--- src/rtl/core/ecb_pkg.sv ---
`timescale 1ns / 1ps
`default_nettype none

package ecb_pkg;

    // Operation codes carried in the request.
    localparam logic [1:0] OP_SET       = 2'd0;
    localparam logic [1:0] OP_SET_CLAMP = 2'd1;
    localparam logic [1:0] OP_ROTATE    = 2'd2;

    // Angle units are 1/64 degree.
    localparam int FULL_TURN    = 23040;
    localparam int QUARTER_TURN = 5760;
    localparam int PITCH_LIMIT  = 5696;

    // CORDIC datapath widths and start value (gain-compensated 1.0 in Q2.30).
    localparam int XY_W = 33;
    localparam int Z_W  = 25;
    localparam int ATAN_W = 23;
    localparam logic signed [XY_W-1:0] CORDIC_X0 = 33'sd652032874;

    // Q1.14 unity.
    localparam logic signed [15:0] Q14_ONE = 16'sd16384;

    // Sine and cosine of one angle, as handed from the CORDIC unit.
    typedef struct packed {
        logic signed [15:0] sin_val;
        logic signed [15:0] cos_val;
    } ecb_trig_t;

    // Arctangent of 2^-i in degrees * 2^16, rounded to nearest.
    function automatic logic [ATAN_W-1:0] atan_deg16(input logic [4:0] idx);
        logic [ATAN_W-1:0] val;
        begin
            unique case (idx)
                5'd0:    val = 23'd2949120;
                5'd1:    val = 23'd1740967;
                5'd2:    val = 23'd919879;
                5'd3:    val = 23'd466945;
                5'd4:    val = 23'd234379;
                5'd5:    val = 23'd117304;
                5'd6:    val = 23'd58666;
                5'd7:    val = 23'd29335;
                5'd8:    val = 23'd14668;
                5'd9:    val = 23'd7334;
                5'd10:   val = 23'd3667;
                5'd11:   val = 23'd1833;
                5'd12:   val = 23'd917;
                5'd13:   val = 23'd458;
                5'd14:   val = 23'd229;
                5'd15:   val = 23'd115;
                5'd16:   val = 23'd57;
                5'd17:   val = 23'd29;
                5'd18:   val = 23'd14;
                5'd19:   val = 23'd7;
                5'd20:   val = 23'd4;
                5'd21:   val = 23'd2;
                5'd22:   val = 23'd1;
                default: val = 23'd0;
            endcase
            return val;
        end
    endfunction

endpackage

`default_nettype wire

--- src/rtl/core/ecb_if.sv ---
`timescale 1ns / 1ps
`default_nettype none

// Request channel: an operation and three angles.
interface ecb_in_if;
    logic               valid;
    logic               ready;
    logic [1:0]         operation;
    logic signed [15:0] x_angle;
    logic signed [15:0] y_angle;
    logic signed [15:0] z_angle;

    modport source (output valid, output operation, output x_angle, output y_angle,
                    output z_angle, input ready);
    modport sink   (input valid, input operation, input x_angle, input y_angle,
                    input z_angle, output ready);
endinterface

// Result channel: the camera basis vectors and the stored roll.
interface ecb_out_if;
    logic               valid;
    logic               ready;
    logic signed [15:0] front_x;
    logic signed [15:0] front_y;
    logic signed [15:0] front_z;
    logic signed [15:0] right_x;
    logic signed [15:0] right_y;
    logic signed [15:0] right_z;
    logic signed [15:0] up_x;
    logic signed [15:0] up_y;
    logic signed [15:0] up_z;
    logic signed [15:0] roll_now;

    modport source (output valid, output front_x, output front_y, output front_z,
                    output right_x, output right_y, output right_z, output up_x,
                    output up_y, output up_z, output roll_now, input ready);
    modport sink   (input valid, input front_x, input front_y, input front_z,
                    input right_x, input right_y, input right_z, input up_x,
                    input up_y, input up_z, input roll_now, output ready);
endinterface

`default_nettype wire

--- src/rtl/core/ecb_cordic.sv ---
`timescale 1ns / 1ps
`default_nettype none

// Iterative rotation-mode CORDIC giving sine and cosine of one angle in Q1.14.
// The angle is reduced to a quadrant and a remainder, then rotated one
// micro-rotation per clock.
module ecb_cordic #(
    parameter int CORDIC_STEPS = 16
) (
    input  wire logic              clk,
    input  wire logic              rst_n,
    input  wire logic              start,
    input  wire logic signed [15:0] angle,
    output ecb_pkg::ecb_trig_t     trig,
    output logic                   done
);

    localparam int STEP_W = $clog2(CORDIC_STEPS);

    typedef enum logic [4:0] {
        C_IDLE   = 5'b00001,
        C_REDUCE = 5'b00010,
        C_QUAD   = 5'b00100,
        C_ITER   = 5'b01000,
        C_ROUND  = 5'b10000
    } cstate_t;

    cstate_t                              state_reg, state_next;
    logic signed [15:0]                   angle_reg;
    logic [14:0]                          mod_reg;
    logic [1:0]                           quad_reg;
    logic [STEP_W-1:0]                    step_reg;
    logic signed [ecb_pkg::XY_W-1:0]      x_reg, y_reg, x_next, y_next;
    logic signed [ecb_pkg::Z_W-1:0]       z_reg, z_next;
    ecb_pkg::ecb_trig_t                   trig_reg;
    logic                                 done_reg;

    // Angle reduction into one full turn, offset to keep it positive.
    logic signed [17:0] shifted;
    logic [16:0]        unwrapped;
    logic [14:0]        mod_val;

    // Quadrant split.
    logic [1:0]  quad_val;
    logic [12:0] rem_val;

    // Micro-rotation terms.
    logic signed [ecb_pkg::XY_W-1:0] x_shift, y_shift;
    logic signed [ecb_pkg::Z_W-1:0]  atan_val;

    // Rounding to Q1.14.
    logic signed [ecb_pkg::XY_W-1:0] x_rnd, y_rnd;
    logic signed [16:0]              c_raw, s_raw;
    logic signed [15:0]              c_sat, s_sat;
    ecb_pkg::ecb_trig_t              trig_map;

    function automatic logic signed [15:0] sat_q14(input logic signed [16:0] v);
        logic signed [15:0] r;
        begin
            if (v > 17'sd16384)
                r = ecb_pkg::Q14_ONE;
            else if (v < -17'sd16384)
                r = -ecb_pkg::Q14_ONE;
            else
                r = v[15:0];
            return r;
        end
    endfunction

    // Reduce the angle modulo a full turn with three parallel compares.
    always_comb
    begin
        shifted   = 18'(angle_reg) + 18'sd46080;
        unwrapped = shifted[16:0];
        if (unwrapped >= 17'd69120)
            mod_val = 15'(unwrapped - 17'd69120);
        else if (unwrapped >= 17'd46080)
            mod_val = 15'(unwrapped - 17'd46080);
        else if (unwrapped >= 17'(ecb_pkg::FULL_TURN))
            mod_val = 15'(unwrapped - 17'(ecb_pkg::FULL_TURN));
        else
            mod_val = unwrapped[14:0];
    end

    // Split the reduced angle into quadrant and remainder.
    always_comb
    begin
        if (mod_reg < 15'(ecb_pkg::QUARTER_TURN))
        begin
            quad_val = 2'd0;
            rem_val  = mod_reg[12:0];
        end
        else if (mod_reg < 15'd11520)
        begin
            quad_val = 2'd1;
            rem_val  = 13'(mod_reg - 15'(ecb_pkg::QUARTER_TURN));
        end
        else if (mod_reg < 15'd17280)
        begin
            quad_val = 2'd2;
            rem_val  = 13'(mod_reg - 15'd11520);
        end
        else
        begin
            quad_val = 2'd3;
            rem_val  = 13'(mod_reg - 15'd17280);
        end
    end

    // One micro-rotation; the sign of the residual angle picks the direction.
    always_comb
    begin
        x_shift  = x_reg >>> step_reg;
        y_shift  = y_reg >>> step_reg;
        atan_val = ecb_pkg::Z_W'({2'b00, ecb_pkg::atan_deg16(5'(step_reg))});
        if (!z_reg[ecb_pkg::Z_W-1])
        begin
            x_next = x_reg - y_shift;
            y_next = y_reg + x_shift;
            z_next = z_reg - atan_val;
        end
        else
        begin
            x_next = x_reg + y_shift;
            y_next = y_reg - x_shift;
            z_next = z_reg + atan_val;
        end
    end

    // Round to Q1.14, saturate and map back by quadrant.
    always_comb
    begin
        x_rnd = x_reg + 33'sd32768;
        y_rnd = y_reg + 33'sd32768;
        c_raw = x_rnd[32:16];
        s_raw = y_rnd[32:16];
        c_sat = sat_q14(c_raw);
        s_sat = sat_q14(s_raw);
        unique case (quad_reg)
            2'd0:
            begin
                trig_map.cos_val = c_sat;
                trig_map.sin_val = s_sat;
            end
            2'd1:
            begin
                trig_map.cos_val = -s_sat;
                trig_map.sin_val = c_sat;
            end
            2'd2:
            begin
                trig_map.cos_val = -c_sat;
                trig_map.sin_val = -s_sat;
            end
            default:
            begin
                trig_map.cos_val = s_sat;
                trig_map.sin_val = -c_sat;
            end
        endcase
    end

    // Sequencer.
    always_comb
    begin
        state_next = state_reg;
        unique case (state_reg)
            C_IDLE:   if (start) state_next = C_REDUCE;
            C_REDUCE: state_next = C_QUAD;
            C_QUAD:   state_next = C_ITER;
            C_ITER:   if (step_reg == STEP_W'(CORDIC_STEPS - 1)) state_next = C_ROUND;
            C_ROUND:  state_next = C_IDLE;
            default:  state_next = C_IDLE;
        endcase
    end

    always_ff @(posedge clk or negedge rst_n)
    begin
        if (!rst_n)
        begin
            state_reg <= C_IDLE;
            done_reg  <= 1'b0;
        end
        else
        begin
            state_reg <= state_next;
            done_reg  <= (state_reg == C_ROUND);
        end
    end

    // Datapath registers.
    always_ff @(posedge clk)
    begin
        unique case (state_reg)
            C_IDLE:
            begin
                if (start)
                    angle_reg <= angle;
            end
            C_REDUCE:
            begin
                mod_reg <= mod_val;
            end
            C_QUAD:
            begin
                quad_reg <= quad_val;
                x_reg    <= ecb_pkg::CORDIC_X0;
                y_reg    <= '0;
                z_reg    <= ecb_pkg::Z_W'({rem_val, 10'b0});
                step_reg <= '0;
            end
            C_ITER:
            begin
                x_reg    <= x_next;
                y_reg    <= y_next;
                z_reg    <= z_next;
                step_reg <= step_reg + 1'b1;
            end
            C_ROUND:
            begin
                trig_reg <= trig_map;
            end
            default:
            begin
            end
        endcase
    end

    assign trig = trig_reg;
    assign done = done_reg;

endmodule

`default_nettype wire

--- src/rtl/core/euler_to_camera_basis.sv ---
`timescale 1ns / 1ps
`default_nettype none

// Camera basis from stored yaw, pitch and roll (1/64 degree units). Each request
// sets the three angles, sets them with pitch held to within 89 degrees, adds
// a saturating delta to roll, or (unused code) changes nothing; the block then
// returns front, right and up unit vectors in Q1.14 for the stored yaw and pitch,
// together with the stored roll. A single shared CORDIC unit runs yaw and then
// pitch at one micro-rotation per clock, and one shared multiplier forms the four
// products in turn. A new request is taken once the previous one is finished,
// even while its result still waits in the output register.
module euler_to_camera_basis #(
    parameter int CORDIC_STEPS = 16
) (
    input  wire logic   clk,
    input  wire logic   rst_n,
    ecb_in_if.sink      cmd,
    ecb_out_if.source   basis
);

    typedef enum logic [6:0] {
        ST_IDLE       = 7'b0000001,
        ST_YAW_GO     = 7'b0000010,
        ST_YAW_WAIT   = 7'b0000100,
        ST_PITCH_GO   = 7'b0001000,
        ST_PITCH_WAIT = 7'b0010000,
        ST_MUL        = 7'b0100000,
        ST_DONE       = 7'b1000000
    } state_t;

    state_t             state_reg, state_next;
    logic signed [15:0] yaw_reg, pitch_reg, roll_reg;
    logic signed [15:0] sy_reg, cy_reg, sp_reg, cp_reg;
    logic signed [15:0] fx_reg, fz_reg, ux_reg, uz_reg;
    logic [1:0]         mul_sel_reg;
    logic               out_valid_reg;
    logic signed [15:0] o_front_x_reg, o_front_y_reg, o_front_z_reg;
    logic signed [15:0] o_right_x_reg, o_right_z_reg;
    logic signed [15:0] o_up_x_reg, o_up_y_reg, o_up_z_reg, o_roll_reg;

    logic               accept;
    logic               cordic_start;
    logic signed [15:0] cordic_angle;
    ecb_pkg::ecb_trig_t cordic_trig;
    logic               cordic_done;
    logic               load_out;

    logic signed [15:0] pitch_clamped;
    logic signed [16:0] roll_sum;
    logic signed [15:0] roll_sat;

    logic signed [15:0] mul_a, mul_b;
    logic signed [31:0] mul_prod, mul_rnd;
    logic signed [15:0] mul_res;

    assign accept    = cmd.valid && cmd.ready;
    assign cmd.ready = (state_reg == ST_IDLE);

    // Pitch limit for the clamped set operation.
    always_comb
    begin
        if (cmd.y_angle > 16'(ecb_pkg::PITCH_LIMIT))
            pitch_clamped = 16'(ecb_pkg::PITCH_LIMIT);
        else if (cmd.y_angle < -16'sd5696)
            pitch_clamped = -16'sd5696;
        else
            pitch_clamped = cmd.y_angle;
    end

    // Saturating roll update.
    always_comb
    begin
        roll_sum = 17'(roll_reg) + 17'(cmd.z_angle);
        if (roll_sum[16] != roll_sum[15])
            roll_sat = roll_sum[16] ? -16'sd32768 : 16'sd32767;
        else
            roll_sat = roll_sum[15:0];
    end

    // Stored angles.
    always_ff @(posedge clk or negedge rst_n)
    begin
        if (!rst_n)
        begin
            yaw_reg   <= '0;
            pitch_reg <= '0;
            roll_reg  <= '0;
        end
        else if (accept)
        begin
            priority if (cmd.operation == ecb_pkg::OP_SET)
            begin
                yaw_reg   <= cmd.x_angle;
                pitch_reg <= cmd.y_angle;
                roll_reg  <= cmd.z_angle;
            end
            else if (cmd.operation == ecb_pkg::OP_SET_CLAMP)
            begin
                yaw_reg   <= cmd.x_angle;
                pitch_reg <= pitch_clamped;
                roll_reg  <= cmd.z_angle;
            end
            else if (cmd.operation == ecb_pkg::OP_ROTATE)
            begin
                roll_reg <= roll_sat;
            end
            else
            begin
            end
        end
    end

    // Shared sine and cosine unit, fed yaw and then pitch.
    assign cordic_start = (state_reg == ST_YAW_GO) || (state_reg == ST_PITCH_GO);
    assign cordic_angle = (state_reg == ST_YAW_GO) ? yaw_reg : pitch_reg;

    ecb_cordic #(
        .CORDIC_STEPS (CORDIC_STEPS)
    ) u_cordic (
        .clk   (clk),
        .rst_n (rst_n),
        .start (cordic_start),
        .angle (cordic_angle),
        .trig  (cordic_trig),
        .done  (cordic_done)
    );

    // Shared Q1.14 multiplier with round-half-up.
    always_comb
    begin
        mul_a    = mul_sel_reg[1] ? sp_reg : cp_reg;
        mul_b    = mul_sel_reg[0] ? cy_reg : sy_reg;
        mul_prod = mul_a * mul_b;
        mul_rnd  = mul_prod + 32'sd8192;
        mul_res  = mul_rnd[29:14];
    end

    assign load_out = (state_reg == ST_DONE) && (!out_valid_reg || basis.ready);

    // Sequencer.
    always_comb
    begin
        state_next = state_reg;
        unique case (state_reg)
            ST_IDLE:       if (accept) state_next = ST_YAW_GO;
            ST_YAW_GO:     state_next = ST_YAW_WAIT;
            ST_YAW_WAIT:   if (cordic_done) state_next = ST_PITCH_GO;
            ST_PITCH_GO:   state_next = ST_PITCH_WAIT;
            ST_PITCH_WAIT: if (cordic_done) state_next = ST_MUL;
            ST_MUL:        if (mul_sel_reg == 2'd3) state_next = ST_DONE;
            ST_DONE:       if (load_out) state_next = ST_IDLE;
            default:       state_next = ST_IDLE;
        endcase
    end

    always_ff @(posedge clk or negedge rst_n)
    begin
        if (!rst_n)
        begin
            state_reg     <= ST_IDLE;
            mul_sel_reg   <= '0;
            out_valid_reg <= 1'b0;
        end
        else
        begin
            state_reg <= state_next;
            if (state_reg == ST_MUL)
                mul_sel_reg <= mul_sel_reg + 1'b1;
            else
                mul_sel_reg <= '0;
            if (load_out)
                out_valid_reg <= 1'b1;
            else if (basis.ready)
                out_valid_reg <= 1'b0;
        end
    end

    // Trig values and products.
    always_ff @(posedge clk)
    begin
        if ((state_reg == ST_YAW_WAIT) && cordic_done)
        begin
            sy_reg <= cordic_trig.sin_val;
            cy_reg <= cordic_trig.cos_val;
        end
        if ((state_reg == ST_PITCH_WAIT) && cordic_done)
        begin
            sp_reg <= cordic_trig.sin_val;
            cp_reg <= cordic_trig.cos_val;
        end
        if (state_reg == ST_MUL)
        begin
            unique case (mul_sel_reg)
                2'd0:    fx_reg <= mul_res;
                2'd1:    fz_reg <= mul_res;
                2'd2:    ux_reg <= mul_res;
                default: uz_reg <= mul_res;
            endcase
        end
    end

    // Output register.
    always_ff @(posedge clk)
    begin
        if (load_out)
        begin
            o_front_x_reg <= fx_reg;
            o_front_y_reg <= -sp_reg;
            o_front_z_reg <= fz_reg;
            o_right_x_reg <= -cy_reg;
            o_right_z_reg <= sy_reg;
            o_up_x_reg    <= ux_reg;
            o_up_y_reg    <= cp_reg;
            o_up_z_reg    <= uz_reg;
            o_roll_reg    <= roll_reg;
        end
    end

    assign basis.valid    = out_valid_reg;
    assign basis.front_x  = o_front_x_reg;
    assign basis.front_y  = o_front_y_reg;
    assign basis.front_z  = o_front_z_reg;
    assign basis.right_x  = o_right_x_reg;
    assign basis.right_y  = '0;
    assign basis.right_z  = o_right_z_reg;
    assign basis.up_x     = o_up_x_reg;
    assign basis.up_y     = o_up_y_reg;
    assign basis.up_z     = o_up_z_reg;
    assign basis.roll_now = o_roll_reg;

endmodule

`default_nettype wire

--- src/flat_wrapper.sv ---
// flat-port wrapper written by rule: the top's interface ports become plain ports
module euler_to_camera_basis_flat 
#(
    parameter int CORDIC_STEPS = 16
)
  (clk, rst_n, cmd_valid, cmd_operation, cmd_x_angle, cmd_y_angle, cmd_z_angle, cmd_ready, basis_valid, basis_front_x, basis_front_y, basis_front_z, basis_right_x, basis_right_y, basis_right_z, basis_up_x, basis_up_y, basis_up_z, basis_roll_now, basis_ready);
  ecb_in_if cmd_i ();
  ecb_out_if basis_i ();
  input  wire logic clk;
  input  wire logic rst_n;
  input wire logic [$bits(cmd_i.valid)-1:0] cmd_valid;
  input wire logic [$bits(cmd_i.operation)-1:0] cmd_operation;
  input wire logic [$bits(cmd_i.x_angle)-1:0] cmd_x_angle;
  input wire logic [$bits(cmd_i.y_angle)-1:0] cmd_y_angle;
  input wire logic [$bits(cmd_i.z_angle)-1:0] cmd_z_angle;
  output wire logic [$bits(cmd_i.ready)-1:0] cmd_ready;
  output wire logic [$bits(basis_i.valid)-1:0] basis_valid;
  output wire logic [$bits(basis_i.front_x)-1:0] basis_front_x;
  output wire logic [$bits(basis_i.front_y)-1:0] basis_front_y;
  output wire logic [$bits(basis_i.front_z)-1:0] basis_front_z;
  output wire logic [$bits(basis_i.right_x)-1:0] basis_right_x;
  output wire logic [$bits(basis_i.right_y)-1:0] basis_right_y;
  output wire logic [$bits(basis_i.right_z)-1:0] basis_right_z;
  output wire logic [$bits(basis_i.up_x)-1:0] basis_up_x;
  output wire logic [$bits(basis_i.up_y)-1:0] basis_up_y;
  output wire logic [$bits(basis_i.up_z)-1:0] basis_up_z;
  output wire logic [$bits(basis_i.roll_now)-1:0] basis_roll_now;
  input wire logic [$bits(basis_i.ready)-1:0] basis_ready;
  assign cmd_i.valid = cmd_valid;
  assign cmd_i.operation = cmd_operation;
  assign cmd_i.x_angle = cmd_x_angle;
  assign cmd_i.y_angle = cmd_y_angle;
  assign cmd_i.z_angle = cmd_z_angle;
  assign cmd_ready = cmd_i.ready;
  assign basis_valid = basis_i.valid;
  assign basis_front_x = basis_i.front_x;
  assign basis_front_y = basis_i.front_y;
  assign basis_front_z = basis_i.front_z;
  assign basis_right_x = basis_i.right_x;
  assign basis_right_y = basis_i.right_y;
  assign basis_right_z = basis_i.right_z;
  assign basis_up_x = basis_i.up_x;
  assign basis_up_y = basis_i.up_y;
  assign basis_up_z = basis_i.up_z;
  assign basis_roll_now = basis_i.roll_now;
  assign basis_i.ready = basis_ready;
  euler_to_camera_basis #(.CORDIC_STEPS(CORDIC_STEPS)) u_core (.clk(clk), .rst_n(rst_n), .cmd(cmd_i), .basis(basis_i));
endmodule
--- config.mk ---
export PLATFORM = sky130hd
export DESIGN_NAME = euler_to_camera_basis_flat
export DESIGN_NICKNAME = d
export VERILOG_FILES = /design/src/rtl/core/ecb_pkg.sv /design/src/rtl/core/ecb_if.sv /design/src/rtl/core/ecb_cordic.sv /design/src/rtl/core/euler_to_camera_basis.sv /design/src/flat_wrapper.sv
export SDC_FILE = /design/constraint.sdc
export NUM_CORES = 2
export LEC_CHECK = 0
export ABC_AREA = 0
export BUFFER_PORTS_ARGS = -buffer_cell sky130_fd_sc_hd__buf_2
export CAP_MARGIN = 15
export CORE_MARGIN = 4
export CORE_UTILIZATION = 50
export DETAILED_ROUTE_END_ITERATION = 8
export PLACE_DENSITY = 0.7
export SLEW_MARGIN = 20
export SYNTH_ARGS = -nofsm -noshare
export SYNTH_HDL_FRONTEND = slang
export SYNTH_SLANG_ARGS = --single-unit
--- constraint.sdc ---
create_clock -name clk -period 8.7 [get_ports clk]
set_input_delay 1.305 -clock clk [delete_from_list [all_inputs] [get_ports clk]]
set_output_delay 1.305 -clock clk [all_outputs]
set_load 0.01 [all_outputs]
==> flow_summary.ini <==
[logic_synthesis]
synth_warnings = 0
synth_area_per_cell_um2 = 10.2
ys_types = 104
synth_async_sr_flop_share_pct = 12.4
syn_inst = 4054
synth.top_cell.area_share_pct = 31.3
synth_edf_count = 432
synth-seq-cells = 518
ys.flop_type = edfxtp_1
syn-cell-area_um2 = 41400
yosysSeqAreaShare_pct = 36.2
yosysTopAreaCell = edfxtp_1
synthTopCellsByArea = edfxtp_1, fa_1, ha_1

[hold_path]
hold_start = u_core.fz_reg[8]
hold_depth = 0
holdCritPathClass = flip-flop to flip-flop
min_to = u_core.basis.front_z[8]

[drt]
wl_per_cell_um = 19.2
vias = 30500
postRouteAntennaNets = 0
drt_first_pass_iters = 8
routed_wirelength_um = 102000
drt_iter0_drc = 2644
drc = 0
viasPerCell = 5.75

[die]
core_um2 = 82100
num_rows = 105
die_y_um = 296
initial_utilization_pct = 50.5
die_area_um2 = 87500
die_w_um = 296
pin_count = 216

[final_layout]
n_antenna_cell = 0
layout_common_cells = nand2_1, edfxtp_1, nor2_1, inv_1, fa_1
nNetsFinal = 4710
nFillCells = 7056
drive_gt1_share_pct = 12.9
final_common_cell = nand2_1
fin_area_um2 = 45400
syn2layout_area_growth_pct = 9.59

[pwr]
p_leak_nw = 18.8
p_per_area_nw_per_um2 = 143
peakVddDrop_mv = 0.148

[worst_setup_path]
end_kind = flip-flop
r2r-end = u_core.ux_reg[15]
required_ns = 9.08
r2r-start = u_core.mul_sel_reg[1]
cp_data_arrival_time_ns = 8.42
cp_max_fo = 23
setup.worst_path.class = flip-flop to flip-flop
r2r_cells = 22
cp-start-kind = flip-flop
r2r_setup_slack_ns = 0.66

[clock_tree]
cts.path.max_buffers = 3
cts_root_buffer = clkbuf_16
post-cts-setup-buffer-count = 0
numCtsBuffers = 56
clkTransAtPathRegs_ns = 0.07
clk_latency_ns = 0.63
clkSinkCount = 518
cts_tree = yes
htreeDepth = 2
post_cts_resized = 0
hold_buffers = 0

[sta]
fin_skew_ns = 0.0303
relSlewSlack_pct = 19.1
tns_ns = 0
worst_pin_slew_ns = 1.18
rsz0062_at_grt = false
min_period_ns = 8.04
finalCritPeriodShare_pct = 92.4
report.final.slew_viol_count = 0
fmax_mhz = 124
finalHoldViolations = 0
setup_viol = 0

[global_routing]
met3_usage_pct = 4.72
overflow = 0
grt_max_degree = 76
grt_usage_pct = 23.1
antenna_found_initial = 5
grtUsageMet2_pct = 39.0
grt_pass1_wl_um = 162000
first_global_vias = 30200
busiest_layer = met2
use_met1_pct = 30.2

[run_status]
outcome = complete, no violations

[placed_design]
place_congestion = 0.974
hpwl_um = 77300
numPortBuffers = 199
place_area_um2 = 43400

[flow_run]
drv_cap = 0
[layout make-up]
class	instances	area, um^2	area share, %
multi-input cells	2994	24200	53.4
flip-flops and latches	518	15000	33.1
clock buffers	59	1430	3.16
inverters	379	1430	3.14
repair buffers	243	1350	2.96
well taps	1070	1340	2.95
clock inverters	46	606	1.33
[kinds of logic after synthesis]
logic type,synth area share (%)
adder cells (fa/ha/maj),18.6
flip-flops,36.2
buffers and inverters,5.49
other,0.00905
AO/OA/AOI/OAI,11.3
multiplexers,8.37
AND/OR/NAND/NOR,14.1
XOR/XNOR,5.88
[worst max-delay path: stages, from the launching register on]
cell,delay [ns]
dfrtp_2,0.72
buf_4,0.35
mux2i_1,0.22
buf_4,0.22
nor2_1,0.08
fa_1,0.53
inv_1,0.05
fa_1,0.49
fa_1,0.51
inv_1,0.05
fa_1,0.47
fa_1,0.54
inv_1,0.05
fa_1,0.52
inv_1,0.04
ha_1,0.29
o21a_1,0.11
o21ai_0,0.11
o41ai_2,0.65
o311ai_1,0.29
a2111oi_0,0.76
o21ai_1,0.24
a211oi_1,0.46
[layer usage]
layer,vias up,wire length (um)
li1,14500,-
met5,-,37
met1,14900,42300
met3,199,7400
met4,6,3240
met2,984,49000
[power by group]
part	internal [mW]	switching (mW)	total (mW)
Clock	1.57	1.05	2.62
Sequential	2.84	0.106	2.94
Combinational	0.398	0.531	0.929
Total	4.80	1.69	6.49
[through the flow]
step                power (mW)  std cells  hold WS (ns)  utilization (%)  worst slack, ns
finish                    6.49       5309         0.417             55.3            0.660
global route              6.79       5309         0.424             55.3           0.0386
CTS                       6.55       5308         0.419             55.3            0.613
detailed placement        3.91       5203         0.405             52.8            0.602
global placement          3.88       5203         0.401             52.8            0.860
floorplan                 3.68       4069         0.400                -            0.252
[how the worst max path moves through the flow]
| stage | slack (ns) | end | cells after the start | from |
|---|---|---|---|---|
| floorplan | 0.25 | u_core.basis.front_x[0] | 2 | basis_ready |
| global placement | 0.86 | u_core.ux_reg[15] | 20 | u_core.mul_sel_reg[1] |
| detailed placement | 0.60 | u_core.fz_reg[15] | 20 | u_core.mul_sel_reg[1] |
| CTS | 0.61 | u_core.uz_reg[15] | 20 | u_core.mul_sel_reg[1] |
| global route | 0.04 | u_core.fx_reg[14] | 23 | u_core.mul_sel_reg[1] |
| finish | 0.66 | u_core.ux_reg[15] | 22 | u_core.mul_sel_reg[1] |
[synthesized netlist by cell type, types with 29 or more instances]
library cell    n
a211oi_1       35
a21o_1         58
a21oi_1       199
a31oi_1        36
and2_1         41
and3_1         29
clkbuf_1      114
dfrtp_1        62
edfxtp_1      432
fa_1          252
ha_1          212
inv_1         377
mux2_2         75
mux2i_1        79
mux4_2         77
nand2_1       438
nand2b_1       44
nand3_1        63
nor2_1        407
nor3_1         67
nor4_1         31
o21ai_0       173
o31ai_1        29
xnor2_1       156
xor2_1        122
(Power assumes the default switching activity.)
